===== src/rtl/core/mhd_pkg.sv =====
`default_nettype none

package mhd_pkg;

   // Default sizes for the top-level parameters.
   localparam int HISTORY_SIZE_DEF    = 65536;
   localparam int BIT_BUFFER_BITS_DEF = 64;

   // Width of a copy length and of a decoded offset.
   localparam int LEN_W = 16;
   localparam int OFF_W = 17;

   // Depth of the result queue behind the history read stage.
   localparam int OUTQ_DEPTH = 3;

   // Operation codes of an input word.
   localparam logic OP_PUSH = 1'b0;
   localparam logic OP_TICK = 1'b1;

   // Register indexes of the control port.
   localparam logic REG_HISTORY_MODE = 1'b0;

   // Result status codes.
   localparam logic [3:0] ST_ACCEPTED   = 4'd0;
   localparam logic [3:0] ST_FULL       = 4'd1;
   localparam logic [3:0] ST_PASS       = 4'd2;
   localparam logic [3:0] ST_DECODED    = 4'd3;
   localparam logic [3:0] ST_WAIT       = 4'd4;
   localparam logic [3:0] ST_DONE       = 4'd5;
   localparam logic [3:0] ST_BAD_OFFSET = 4'd6;
   localparam logic [3:0] ST_BAD_LENGTH = 4'd7;
   localparam logic [3:0] ST_HIST_FULL  = 4'd8;
   localparam logic [3:0] ST_OVERFLOW   = 4'd9;

   // Offset bases of the match codes.
   localparam logic [OFF_W-1:0] OFF_BASE_1 = 17'd64;
   localparam logic [OFF_W-1:0] OFF_BASE_2 = 17'd320;
   localparam logic [OFF_W-1:0] OFF_BASE_3 = 17'd2368;

   // Source masks for the two history modes.
   localparam logic [15:0] SRC_MASK_8K  = 16'h1FFF;
   localparam logic [15:0] SRC_MASK_64K = 16'hFFFF;

   // One input word.
   typedef struct packed {
      logic       operation;
      logic [7:0] data_byte;
      logic       first_of_packet;
      logic       last_of_packet;
      logic       flag_compressed;
      logic       flag_at_front;
      logic       flag_flushed;
   } mhd_item_type;

   // What the decoder hands to the history stage for one word.
   typedef struct packed {
      logic [3:0] status;
      logic       eop;
      logic [7:0] lit;
      logic       use_mem;
      logic       rd_valid;
      logic       wen;
   } mhd_desc_type;

   // One result word.
   typedef struct packed {
      logic [7:0] out_byte;
      logic [3:0] status;
      logic       end_of_packet;
   } mhd_result_type;

endpackage

`default_nettype wire


===== src/rtl/core/mhd_out_queue.sv =====
`default_nettype none

module mhd_out_queue import mhd_pkg::*; (
   input  wire logic           clock,
   input  wire logic           reset,
   input  wire logic           push,
   input  wire mhd_result_type push_word,
   input  wire logic           pop,
   output logic                not_empty,
   output mhd_result_type      head_word,
   output logic [$clog2(OUTQ_DEPTH+1)-1:0] count
);

   localparam int PTRW = $clog2(OUTQ_DEPTH);
   localparam int CNTW = $clog2(OUTQ_DEPTH + 1);

   mhd_result_type  entry_ff [OUTQ_DEPTH];
   logic [PTRW-1:0] wr_ptr_ff;
   logic [PTRW-1:0] rd_ptr_ff;
   logic [CNTW-1:0] cnt_ff;

   // Pointer advance with wrap at the queue depth.
   function automatic logic [PTRW-1:0] ptr_step(input logic [PTRW-1:0] p);
      ptr_step = (p == PTRW'(OUTQ_DEPTH - 1)) ? '0 : p + PTRW'(1);
   endfunction

   always_ff @(posedge clock) begin
      if (reset) begin
         wr_ptr_ff <= '0;
         rd_ptr_ff <= '0;
         cnt_ff    <= '0;
      end else begin
         if (push) begin
            wr_ptr_ff <= ptr_step(wr_ptr_ff);
         end
         if (pop) begin
            rd_ptr_ff <= ptr_step(rd_ptr_ff);
         end
         cnt_ff <= cnt_ff + CNTW'(push) - CNTW'(pop);
      end
      if (push) begin
         entry_ff[wr_ptr_ff] <= push_word;
      end
   end

   assign not_empty = (cnt_ff != '0);
   assign head_word = entry_ff[rd_ptr_ff];
   assign count     = cnt_ff;

endmodule

`default_nettype wire


===== config.mk =====
export PLATFORM = sky130hd
export DESIGN_NAME = mhd_out_queue
export DESIGN_NICKNAME = d
export VERILOG_FILES = /design/src/rtl/core/mhd_pkg.sv /design/src/rtl/core/mhd_out_queue.sv
export SDC_FILE = /design/constraint.sdc
export NUM_CORES = 1
export LEC_CHECK = 0
export BUFFER_PORTS_ARGS = -buffer_cell sky130_fd_sc_hd__buf_2
export CAP_MARGIN = 40
export CORE_MARGIN = 3
export CORE_UTILIZATION = 60
export CTS_BUF_LIST = sky130_fd_sc_hd__clkbuf_4
export DETAILED_ROUTE_END_ITERATION = 10
export MAX_ROUTING_LAYER = met4
export PLACE_DENSITY = 0.88
export SLEW_MARGIN = 10
export SYNTH_ARGS = -nofsm -noshare
export SYNTH_HDL_FRONTEND = slang
export SYNTH_SLANG_ARGS = --single-unit

===== constraint.sdc =====
create_clock -name clock -period 2.1 [get_ports clock]
set_input_delay 0.525 -clock clock [delete_from_list [all_inputs] [get_ports clock]]
set_output_delay 0.525 -clock clock [all_outputs]
set_load 0.005 [all_outputs]

# Word-level counts from Yosys, hierarchy flattened
# Memories as Yosys holds them, arrays and structs flattened. A register that Yosys moved wholly into a read port is not among the register bits.
# Cells that the tools add are included.
# totals
n_memories,1
elab_cells,17
input_bits,17
ramBits,39
ff_bits,6
# memory_table
memory,depth,word_bits,rd,rd_clocked_by_memory_dff,wr,line,text
entry_ff,3,13,1,1,1,mhd_out_queue.sv:17,mhd_result_type entry_ff [OUTQ_DEPTH];
# classes
eq_ne,2
addsub,4
reduce_logical,1
muxes,6
# ops
cell,n
$mux 2,4
$add 2x1->2 const B,2
$eq 2x2->1 const B,2
$add 2x1->2,1
$mux 1,2
$reduce_bool 2->1,1
$sub 2x1->2,1

# Depth between registers and ports, before layout
# Gate-level depths: netlist of the first run.
# logic_depth
word_depth,4
mapped_depth,6
depth_no_buf,6

# Least setup slack after synthesis of the first run
# Ideal clock, no wire load.
# synth_path
path_type,input port to flip-flop
startpoint,input port push
endpoint,memory entry_ff[0][0] (netlist name) (enable)
arrival_time_ps,1143
n_path_buf,0
path_slack_ps,574
t_required_ps,1717
setup_ps,383
cell_stages,1
path_cell_list,nor3b_2
# synth_between
elab_chain_len,2
# synth_lines
item,line,text
start: declaration,mhd_out_queue.sv:6,"input wire logic push,"
$mux 1,mhd_out_queue.sv:41,if (push) begin
$mux 1 (implied by the code),mhd_out_queue.sv:42,entry_ff[wr_ptr_ff] <= push_word;
end: declaration,mhd_out_queue.sv:17,
# No other way between the ends.

==> run summary, run 1 <==
Result of the run = complete, no violations
Slew @ Worst Pin = 0.5162 ns
First DRT Iteration DRCs = 18
Clock sink count = 47
Sequential standard cell area = 1331 um2
Antenna violations before repair = 0
Worst flop-to-flop path startpoint = wr_ptr_ff[1]$_SDFFE_PP0P_
Post-CTS setup-driven buffer insertion count = 0
Per-cell routed wire length = 14.36 um
Ordered list of cells on the worst path = buf_4 -> mux2i_1 -> o21ai_1 -> buf_2
Number of filler cells placed in the layout = 181
Height of the die = 60.50 um
DRC violation count after routing = 0
Residual overflow from global routing = 0
Cell at the slowest stage of the critical path = dfxtp_1
Number of port buffers = 32
Die area = 3660 um2
Placed cell count = 176
Maximum buffer depth of the clock tree = 2
Data arrival, critical path = 1.35 ns
Final setup TNS = 0 ns
Type of element launching the critical path = flip-flop
Hold Slack = 0.3695 ns
Top cells by area, synth = edfxtp_1 66%, dfxtp_1 9.0%, mux2i_1 7.3%
Register area share after synthesis = 0.7472
Total power divided by cell area = 820.6 nW/um2
Routed wire length = 2.643 mm
Compound-gate portion of the synthesized area = 0.05056
Total standard cell area after synthesis = 1782 um2
Synth Flop Type = edfxtp_1
Number of synthesized register bits = 47
Time the final worst path needs with I/O delays and setup = 1.880 ns
Clock latency on the worst-skew pair = 0.35 ns
Antenna-violating nets left = 0
Detailed-router iteration count before antenna repair = 4
Worst Min Path Start = push_word[6]
Syn-to-layout area delta = 13.69%
Worst vdd rail ir drop = 0.7362 mV
Slowest cell delay on critical path = 0.32 ns
Layout Nets = 171
Setup violations, final = 0
Adder and majority cell fraction of the synthesized area = 0.01404
CTS H-Tree Depth = 2
Tot Pwr = 1.662 mW
Boundary pin count = 33
Nets in the synthesized netlist = 132
Leakage power figure = 0.7671 nW
Top-area cell type share of the netlist area = 0.6573
Root Buffer Master = clkbuf_4
Mapped Avg Cell Area = 15.77 um2
Starting utilization of the core area = 0.6406
Fmax = 532.0 MHz
Overall fraction of global-route tracks in use = 0.1753
Type of the tightest min-delay check = in2reg
HPWL Detailed = 1.831 mm
Last weighted congestion value of the routability-driven placer = 0.7123
Number of synthesized flops with an enable pin = 39
Share of layout cells above drive strength 1 = 0.2876
Std-Cell Rows = 19
Xor and xnor area share after synthesis = 0.01264
Synth warnings = 0
Combinational family with the most area after synthesis = simple AND/OR/NAND/NOR gates
Diodes inserted = 0
Area share of and/or/nand/nor cells after synthesis = 0.07514
Area of combinational cells with multiple inputs = 401.6 um2
Largest net degree at the start of global routing = 27
Vias = 970
Worst-path clk slew = 0.12 ns
Multiplexer area fraction after synthesis = 0.07303
Count of maximum capacitance violations = 0
Placement-stage cell area = 1973 um2
Count of endpoints failing hold in the final timing report = 0
CP Capture Type = output pin
Number of cells upsized or downsized after cts = 0
Post-layout instance count excluding filler cells = 184
Post-synthesis cell type with the largest combined area = edfxtp_1
CTS hold repair buffers = 0
Instance count of the mapped netlist = 113
Final Max Tran Viols = 0
TritonCTS clock tree = built
Maximum fanout along the worst path = 13
Floorplan core area = 2781 um2
Die Span X = 60.50 um
First-pass GRT wire length = 4.140 mm
Number of distinct library cell variants in the gate-level netlist after synthesis = 21
Most instantiated cells after synthesis = 39 x edfxtp_1, 14 x nand2_1, 13 x mux2i_1
Cell area after layout = 2026 um2
Ratio of routed vias to standard cells = 5.272
Cell with the most instances after synthesis = edfxtp_1
Required time of the critical path = 1.57 ns
Relative slew slack = 0.6555
Setup repair after global routing missed its margin = false
Fraction of synthesis flops using an asynchronous set or reset pin = 0
Path type of the worst setup path = reg2out
TritonCTS Buffers = 5
Vias in the first global route = 914
Post-route clock period utilization = 0.8952
Clock Skews = 0.008028 ns
[layer usage]
layer,up-vias,share of wire,global-route usage
li1,491,-,-
met2,21,0.51,0.2762
met3,5,0.049,0.07021
met1,453,0.42,0.1905
met4,0,0.020,0.09288
met5,-,0,-
[cell usage in the layout (no fill, tap or decap)]
cell type  synthesis  routed
o21ai_1           11      11
or2_2              1       1
nand2_1           14      14
nor2_1             2       2
a21oi_1            3       3
nor2b_1            2       2
inv_1              3       3
dfxtp_1            8       8
nand2b_1           3       3
mux2i_1           13      13
o21ai_0            2       2
o21ba_1            1       1
clkinv_1           0       2
edfxtp_1          39      39
clkbuf_4           0       6
or3b_1             1       1
nand3b_1           2       2
buf_2              2      32
buf_4              1       4
nor3b_2            1       1
ha_1               2       2
xnor3_1            1       1
[final timing paths]
check,endpoint,slack (ns),cells past startpoint
worst max-delay path,head_word[4],0.22,4
worst min-delay path,entry_ff[2][6]$_DFFE_PP_,0.37,1
worst max register to register,entry_ff[1][11]$_DFFE_PP_,0.79,2
worst min register to register,rd_ptr_ff[1]$_SDFFE_PP0P_,0.50,2
[worst max-delay path: cells and delay by family (launching register included)]
kind,cells,cell delay (ns)
buffers and inverters,2,0.37
flip-flops,1,0.32
AO/OA/AOI/OAI,1,0.08
multiplexers,1,0.24
[per-stage QoR]
stage | worst slack [ns] | util
2_1_floorplan | 0.5740 | -
3_3_place_gp | 0.5842 | 0.7094
3_5_place_dp | 0.5328 | 0.7094
4_1_cts | 0.1889 | 0.7283
5_1_grt | 0.07842 | 0.7283
6_report | 0.2202 | 0.7283
[power breakdown]
group / internal [mW] / switching (mW) / leakage (nW) / total (mW)
Sequential: 1.06 / 0.0183 / 0.427 / 1.08
Clock: 0.137 / 0.249 / 0.0307 / 0.386
Combinational: 0.102 / 0.0950 / 0.310 / 0.197
[flip-flops by register name, summed over array words and instances (netlist names), named ones only]
register / count
wr_ptr_ff: 2
count: 2
rd_ptr_ff: 2
entry_ff: 39
[cells by family after synthesis]
| logic type | after synthesis |
|---|---|
| AO/OA/AOI/OAI | 17 |
| adder cells (fa/ha/maj) | 2 |
| buffers and inverters | 7 |
| multiplexers | 13 |
| flip-flops | 47 |
| AND/OR/NAND/NOR | 26 |
| XOR/XNOR | 1 |
[cell type report]
cell class | instances | share of cell area
Sequential cell | 47 | 0.6572
Timing Repair Buffer | 36 | 0.09389
Multi-Input combinational cell | 59 | 0.1983
Inverter | 3 | 0.005559
Tap cell | 31 | 0.01915
Clock inverter | 2 | 0.003706
Clock buffer | 6 | 0.02224
No activity file was read; power rests on OpenSTA's default activity.
==> run 2: changes to the inputs <==
Settings changed: CORE_MARGIN 3 to not set.
==> run 2 against run 1 <==
  * Non-clock buffer count rose by 1
  * First-iteration DRC count increased by 67%
  * Power up 9.4%
  * Highest routed layer unchanged
==> run summary, run 2 (synthesized netlist as in run 1, its figures left out) <==
First DRT Iteration DRCs = 30
Critical path buffer and inverter count = 2
Count of endpoints failing hold in the final timing report = 0
Diodes inserted = 0
Total power divided by cell area = 881.0 nW/um2
Clock latency on the worst-skew pair = 0.36 ns
Cell area after layout = 2064 um2
Last weighted congestion value of the routability-driven placer = 0.7658
Clock Skews = 0.005498 ns
Syn-to-layout area delta = 15.87%
Worst Min Path Start = push_word[4]
Height of the die = 56.50 um
Worst reg2reg path depth = 2
Starting utilization of the core area = 0.6406
Worst flop-to-flop path startpoint = wr_ptr_ff[1]$_SDFFE_PP0P_
Type of the tightest min-delay check = in2reg
Final setup TNS = 0 ns
Worst R2R Setup Slack = 0.80 ns
Setup violations, final = 0
CTS hold repair buffers = 0
Die area = 3192 um2
Hold path cells = 1
Vias in the first global route = 975
Post-layout instance count excluding filler cells = 185
Placement-stage cell area = 1981 um2
Family with the most delay on the worst path = flip-flops
Ordered list of cells on the worst path = buf_4 -> mux2i_1 -> o21ai_1 -> buf_2
Maximum fanout along the worst path = 8
Std-Cell Rows = 19
Clock sink count = 47
Placed cell count = 177
Worst-path clk slew = 0.13 ns
Worst vdd rail ir drop = 0.7578 mV
Overall fraction of global-route tracks in use = 0.1894
TritonCTS Buffers = 5
Residual overflow from global routing = 0
Number of cells upsized or downsized after cts = 0
Antenna violations before repair = 0
Leading cell type in the layout, fill and taps excluded = edfxtp_1
Per-cell routed wire length = 14.49 um
Fmax = 530.2 MHz
Number of port buffers = 32
Leakage power figure = 0.7834 nW
Ratio of routed vias to standard cells = 5.314
Slowest cell delay on critical path = 0.37 ns
Antenna-violating nets left = 0
Final Max Tran Viols = 0
Routed wire length = 2.680 mm
Floorplan core area = 2781 um2
TritonCTS clock tree = built
Post-CTS setup-driven buffer insertion count = 0
Data arrival, critical path = 1.36 ns
Type of element launching the critical path = flip-flop
R2R Path End = entry_ff[1][3]$_DFFE_PP_
DRC violation count after routing = 0
Layout Nets = 172
Root Buffer Master = clkbuf_4
Die Span X = 56.50 um
HPWL Detailed = 1.847 mm
Boundary pin count = 33
Vias = 983
Largest net degree at the start of global routing = 27
Slew @ Worst Pin = 0.5078 ns
CP Capture Type = output pin
Top library cells by usage in the layout, fill and taps aside = 39 x edfxtp_1, 32 x buf_2, 14 x nand2_1
Cell at the slowest stage of the critical path = dfxtp_1
Result of the run = complete, no violations
Relative slew slack = 0.6611
Share of layout cells above drive strength 1 = 0.3052
Endpoint of the worst hold-timing path = entry_ff[0][4]$_DFFE_PP_
First-pass GRT wire length = 4.319 mm
CTS H-Tree Depth = 2
Setup repair after global routing missed its margin = false
Post-route clock period utilization = 0.8981
Required time of the critical path = 1.57 ns
Path type of the worst setup path = reg2out
Detailed-router iteration count before antenna repair = 4
Count of maximum capacitance violations = 0
Flip-flop count of the largest register after layout = 39
Top reg by flops = entry_ff
Maximum buffer depth of the clock tree = 2
Time the final worst path needs with I/O delays and setup = 1.886 ns
==> run 2: cell count changes in the layout (fill, tap and decap cells not counted), sizes merged <==
| cell | change |
|---|---|
| clkinv | -2 |
| buf | +1 |
| bufinv | +1 |
| clkbuf | -1 |
| clkinvlp | +1 |
| inv | +1 |
==> run 2: final cells by class <==
type / instances / area [um2]
timing repair buffer: 37 / 197.7
tap: 31 / 38.79
fill: 178 / 716.9
clock inverter: 3 / 46.29
inverter: 3 / 11.26
clock buffer: 5 / 37.54
multi-input combinational: 59 / 401.6
sequential: 47 / 1331
==> run 2: per-layer routing <==
layer  part of all wire  vias up  track usage  routed length [um]
met5                  0        -            -                   0
met1               0.41      466       0.2110                1092
met4              0.018        0      0.07666                  48
li1                   -      490            -                   -
met2               0.54       21       0.3244                1446
met3              0.035        6      0.04839                  93
==> run 2: worst max path at each step <==
| stage | end | slack (ns) | depth (start not counted) |
|---|---|---|---|
| floorplan | entry_ff[0][0]$_DFFE_PP_ | 0.57 | 1 |
| global placement | entry_ff[1][6]$_DFFE_PP_ | 0.59 | 3 |
| detailed placement | entry_ff[1][1]$_DFFE_PP_ | 0.55 | 3 |
| global route | head_word[12] | 0.14 | 4 |
| finish | head_word[8] | 0.21 | 4 |
| CTS | head_word[12] | 0.19 | 4 |
==> run 2: metrics by stage <==
step                      setup slack (ns)  utilization  hold WS (ns)  power, mW
after floorplan                     0.5740            -        0.4561      1.217
after global placement              0.5948       0.7121        0.4759      1.292
after detailed placement            0.5497       0.7121        0.4985      1.306
after CTS                           0.1907       0.7422        0.3455      1.836
after global routing                0.1412       0.7422        0.3457      1.885
final                               0.2140       0.7422        0.3564      1.819
==> run 2: where the power goes <==
part	leakage, nW	switching, mW	internal [mW]
sequential	0.427	0.0190	1.06
clock	0.0418	0.281	0.254
combinational	0.315	0.0991	0.105
==> run 3: changes to the inputs <==
Settings changed: MAX_ROUTING_LAYER met4 to not set, RECOVER_POWER set to 50.
==> run 3 against run 2 <==
  * Power shrank 0.28%
  * Largest cell class unchanged
  * Global-route usage decreased by 0.48 points
  * Combinational power is 2% lower
==> run summary, run 3 (synthesized netlist as in run 1, its figures left out) <==
Per-cell routed wire length = 14.56 um
Number of cells upsized or downsized after cts = 0
Data arrival, critical path = 1.36 ns
Leakage power figure = 0.7431 nW
TritonCTS Buffers = 5
Worst vdd rail ir drop = 0.7533 mV
Part of the power in the clock network = 0.294
Vias in the first global route = 979
CTS hold repair buffers = 0
Ordered list of cells on the worst path = buf_4 -> mux2i_1 -> o21ai_1 -> buf_2
Slowest cell delay on critical path = 0.37 ns
Setup repair after global routing missed its margin = false
Pre-CTS WS = 0.5497 ns
Worst Min Path Start = push_word[0]
First DRT Iteration DRCs = 33
Antenna-violating nets left = 0
Worst flop-to-flop path startpoint = wr_ptr_ff[1]$_SDFFE_PP0P_
Switching power = 0.3978 mW
Worst reg2reg path depth = 3
Count of endpoints failing hold in the final timing report = 0
Antenna violations before repair = 0
Fmax = 531.4 MHz
Cell at the slowest stage of the critical path = dfxtp_1
Root Buffer Master = clkbuf_4
Leading cell type in the layout, fill and taps excluded = edfxtp_1
Share of layout cells above drive strength 1 = 0.2143
Type of element launching the critical path = flip-flop
CTS H-Tree Depth = 2
Residual overflow from global routing = 0
Maximum buffer depth of the clock tree = 2
Slew @ Worst Pin = 0.7865 ns
Starting utilization of the core area = 0.6406
Floorplan core area = 2781 um2
Last weighted congestion value of the routability-driven placer = 0.7561
Share of power burned in combinational logic = 0.111
Number of port buffers = 32
Boundary pin count = 33
CP Capture Type = output pin
Overall fraction of global-route tracks in use = 0.1846
Internal Pwr Total = 1.416 mW
Height of the die = 56.50 um
Setup violations, final = 0
Detailed-router iteration count before antenna repair = 4
Die Span X = 56.50 um
Worst-path clk slew = 0.13 ns
TritonCTS clock tree = built
Endpoint of the worst hold-timing path = entry_ff[2][0]$_DFFE_PP_
Clock latency on the worst-skew pair = 0.35 ns
Result of the run = complete, no violations
Switching fraction of total power = 0.2193
Worst R2R Setup Slack = 0.60 ns
Die area = 3192 um2
Vias = 982
First-pass GRT wire length = 4.333 mm
Largest net degree at the start of global routing = 27
Final setup TNS = 0 ns
Total power divided by cell area = 888.7 nW/um2
Post-CTS setup-driven buffer insertion count = 0
Family with the most delay on the worst path = flip-flops
Clock Skews = 0.005038 ns
Ratio of routed vias to standard cells = 5.308
Sequential group share of total power = 0.595
Time the final worst path needs with I/O delays and setup = 1.882 ns
Required time of the critical path = 1.57 ns
Top reg by flops = entry_ff
Count of maximum capacitance violations = 0
R2R Path End = entry_ff[2][3]$_DFFE_PP_
Maximum fanout along the worst path = 8
Placed cell count = 177
Tot Pwr = 1.814 mW
Worst setup margin = 0.2182 ns
Diodes inserted = 0
Post-route clock period utilization = 0.8961
Final Max Tran Viols = 0
Routed wire length = 2.693 mm
Critical path buffer and inverter count = 2
HPWL Detailed = 1.847 mm
Type of the tightest min-delay check = in2reg
Std-Cell Rows = 19
Syn-to-layout area delta = 14.54%
Flip-flop count of the largest register after layout = 39
Hold path cells = 1
Clock sink count = 47
DRC violation count after routing = 0
Top library cells by usage in the layout, fill and taps aside = 39 x edfxtp_1, 20 x buf_2, 14 x nand2_1
Relative slew slack = 0.4757
Layout Nets = 172
Post-layout instance count excluding filler cells = 185
Path type of the worst setup path = reg2out
==> run 3: cell types whose count changed in the layout (fill, tap and decap cells not counted) <==
cell      change
clkbuf_1     +13
buf_2        -12
buf_4         -1
nor3b_1       +1
nor3b_2       -1
==> run 3: worst register-to-register path: cells and delay by family, from the launching register on <==
| family | cells | cell delay [ns] |
|---|---|---|
| buffers and inverters | 1 | 0.60 |
| and+or+nand+nor | 2 | 0.14 |
| DFF | 1 | 0.40 |
==> run 3: how the worst max path moves through the flow <==
stage / start / to / slack [ns] / cells past startpoint
floorplan: push / entry_ff[0][0]$_DFFE_PP_ / 0.57 / 1
global placement: push / entry_ff[1][6]$_DFFE_PP_ / 0.59 / 3
detailed placement: push / entry_ff[1][1]$_DFFE_PP_ / 0.55 / 3
CTS: flip-flop / head_word[12] / 0.19 / 4
global route: flip-flop / head_word[12] / 0.14 / 4
finish: flip-flop / head_word[8] / 0.22 / 4
==> run 3: final cells by class <==
cell class / count / area, um2
clock inverter: 3 / 46.29
fill: 187 / 740.7
clock buffer: 5 / 37.54
tap: 31 / 38.79
inverter: 3 / 11.26
sequential: 47 / 1331
timing repair buffer: 37 / 178.9
multi-input combinational: 59 / 396.6
==> run 3: metal layers <==
layer	up-vias	global-route usage	wire, um
li1	492	-	-
met3	2	0.04839	106
met1	464	0.2175	1116
met4	0	0.07666	19
met5	-	0	0
met2	24	0.3193	1452
==> run 3: stage by stage <==
stage	hold WS, ns	area [um2]	util
CTS	0.3455	2064	0.7422
global placement	0.4759	1981	0.7121
floorplan	0.4561	1782	-
finish	0.3684	2041	0.7337
global route	0.3457	2041	0.7337
detailed placement	0.4985	1981	0.7121
==> run 3: power groups by stage <==
stage	Combinational [mW]	Sequential, mW	Clock, mW
after floorplan	0.118	1.10	0
after global placement	0.194	1.10	0
after detailed placement	0.205	1.10	0
after CTS	0.208	1.08	0.548
after global routing	0.222	1.08	0.576
final	0.200	1.08	0.534
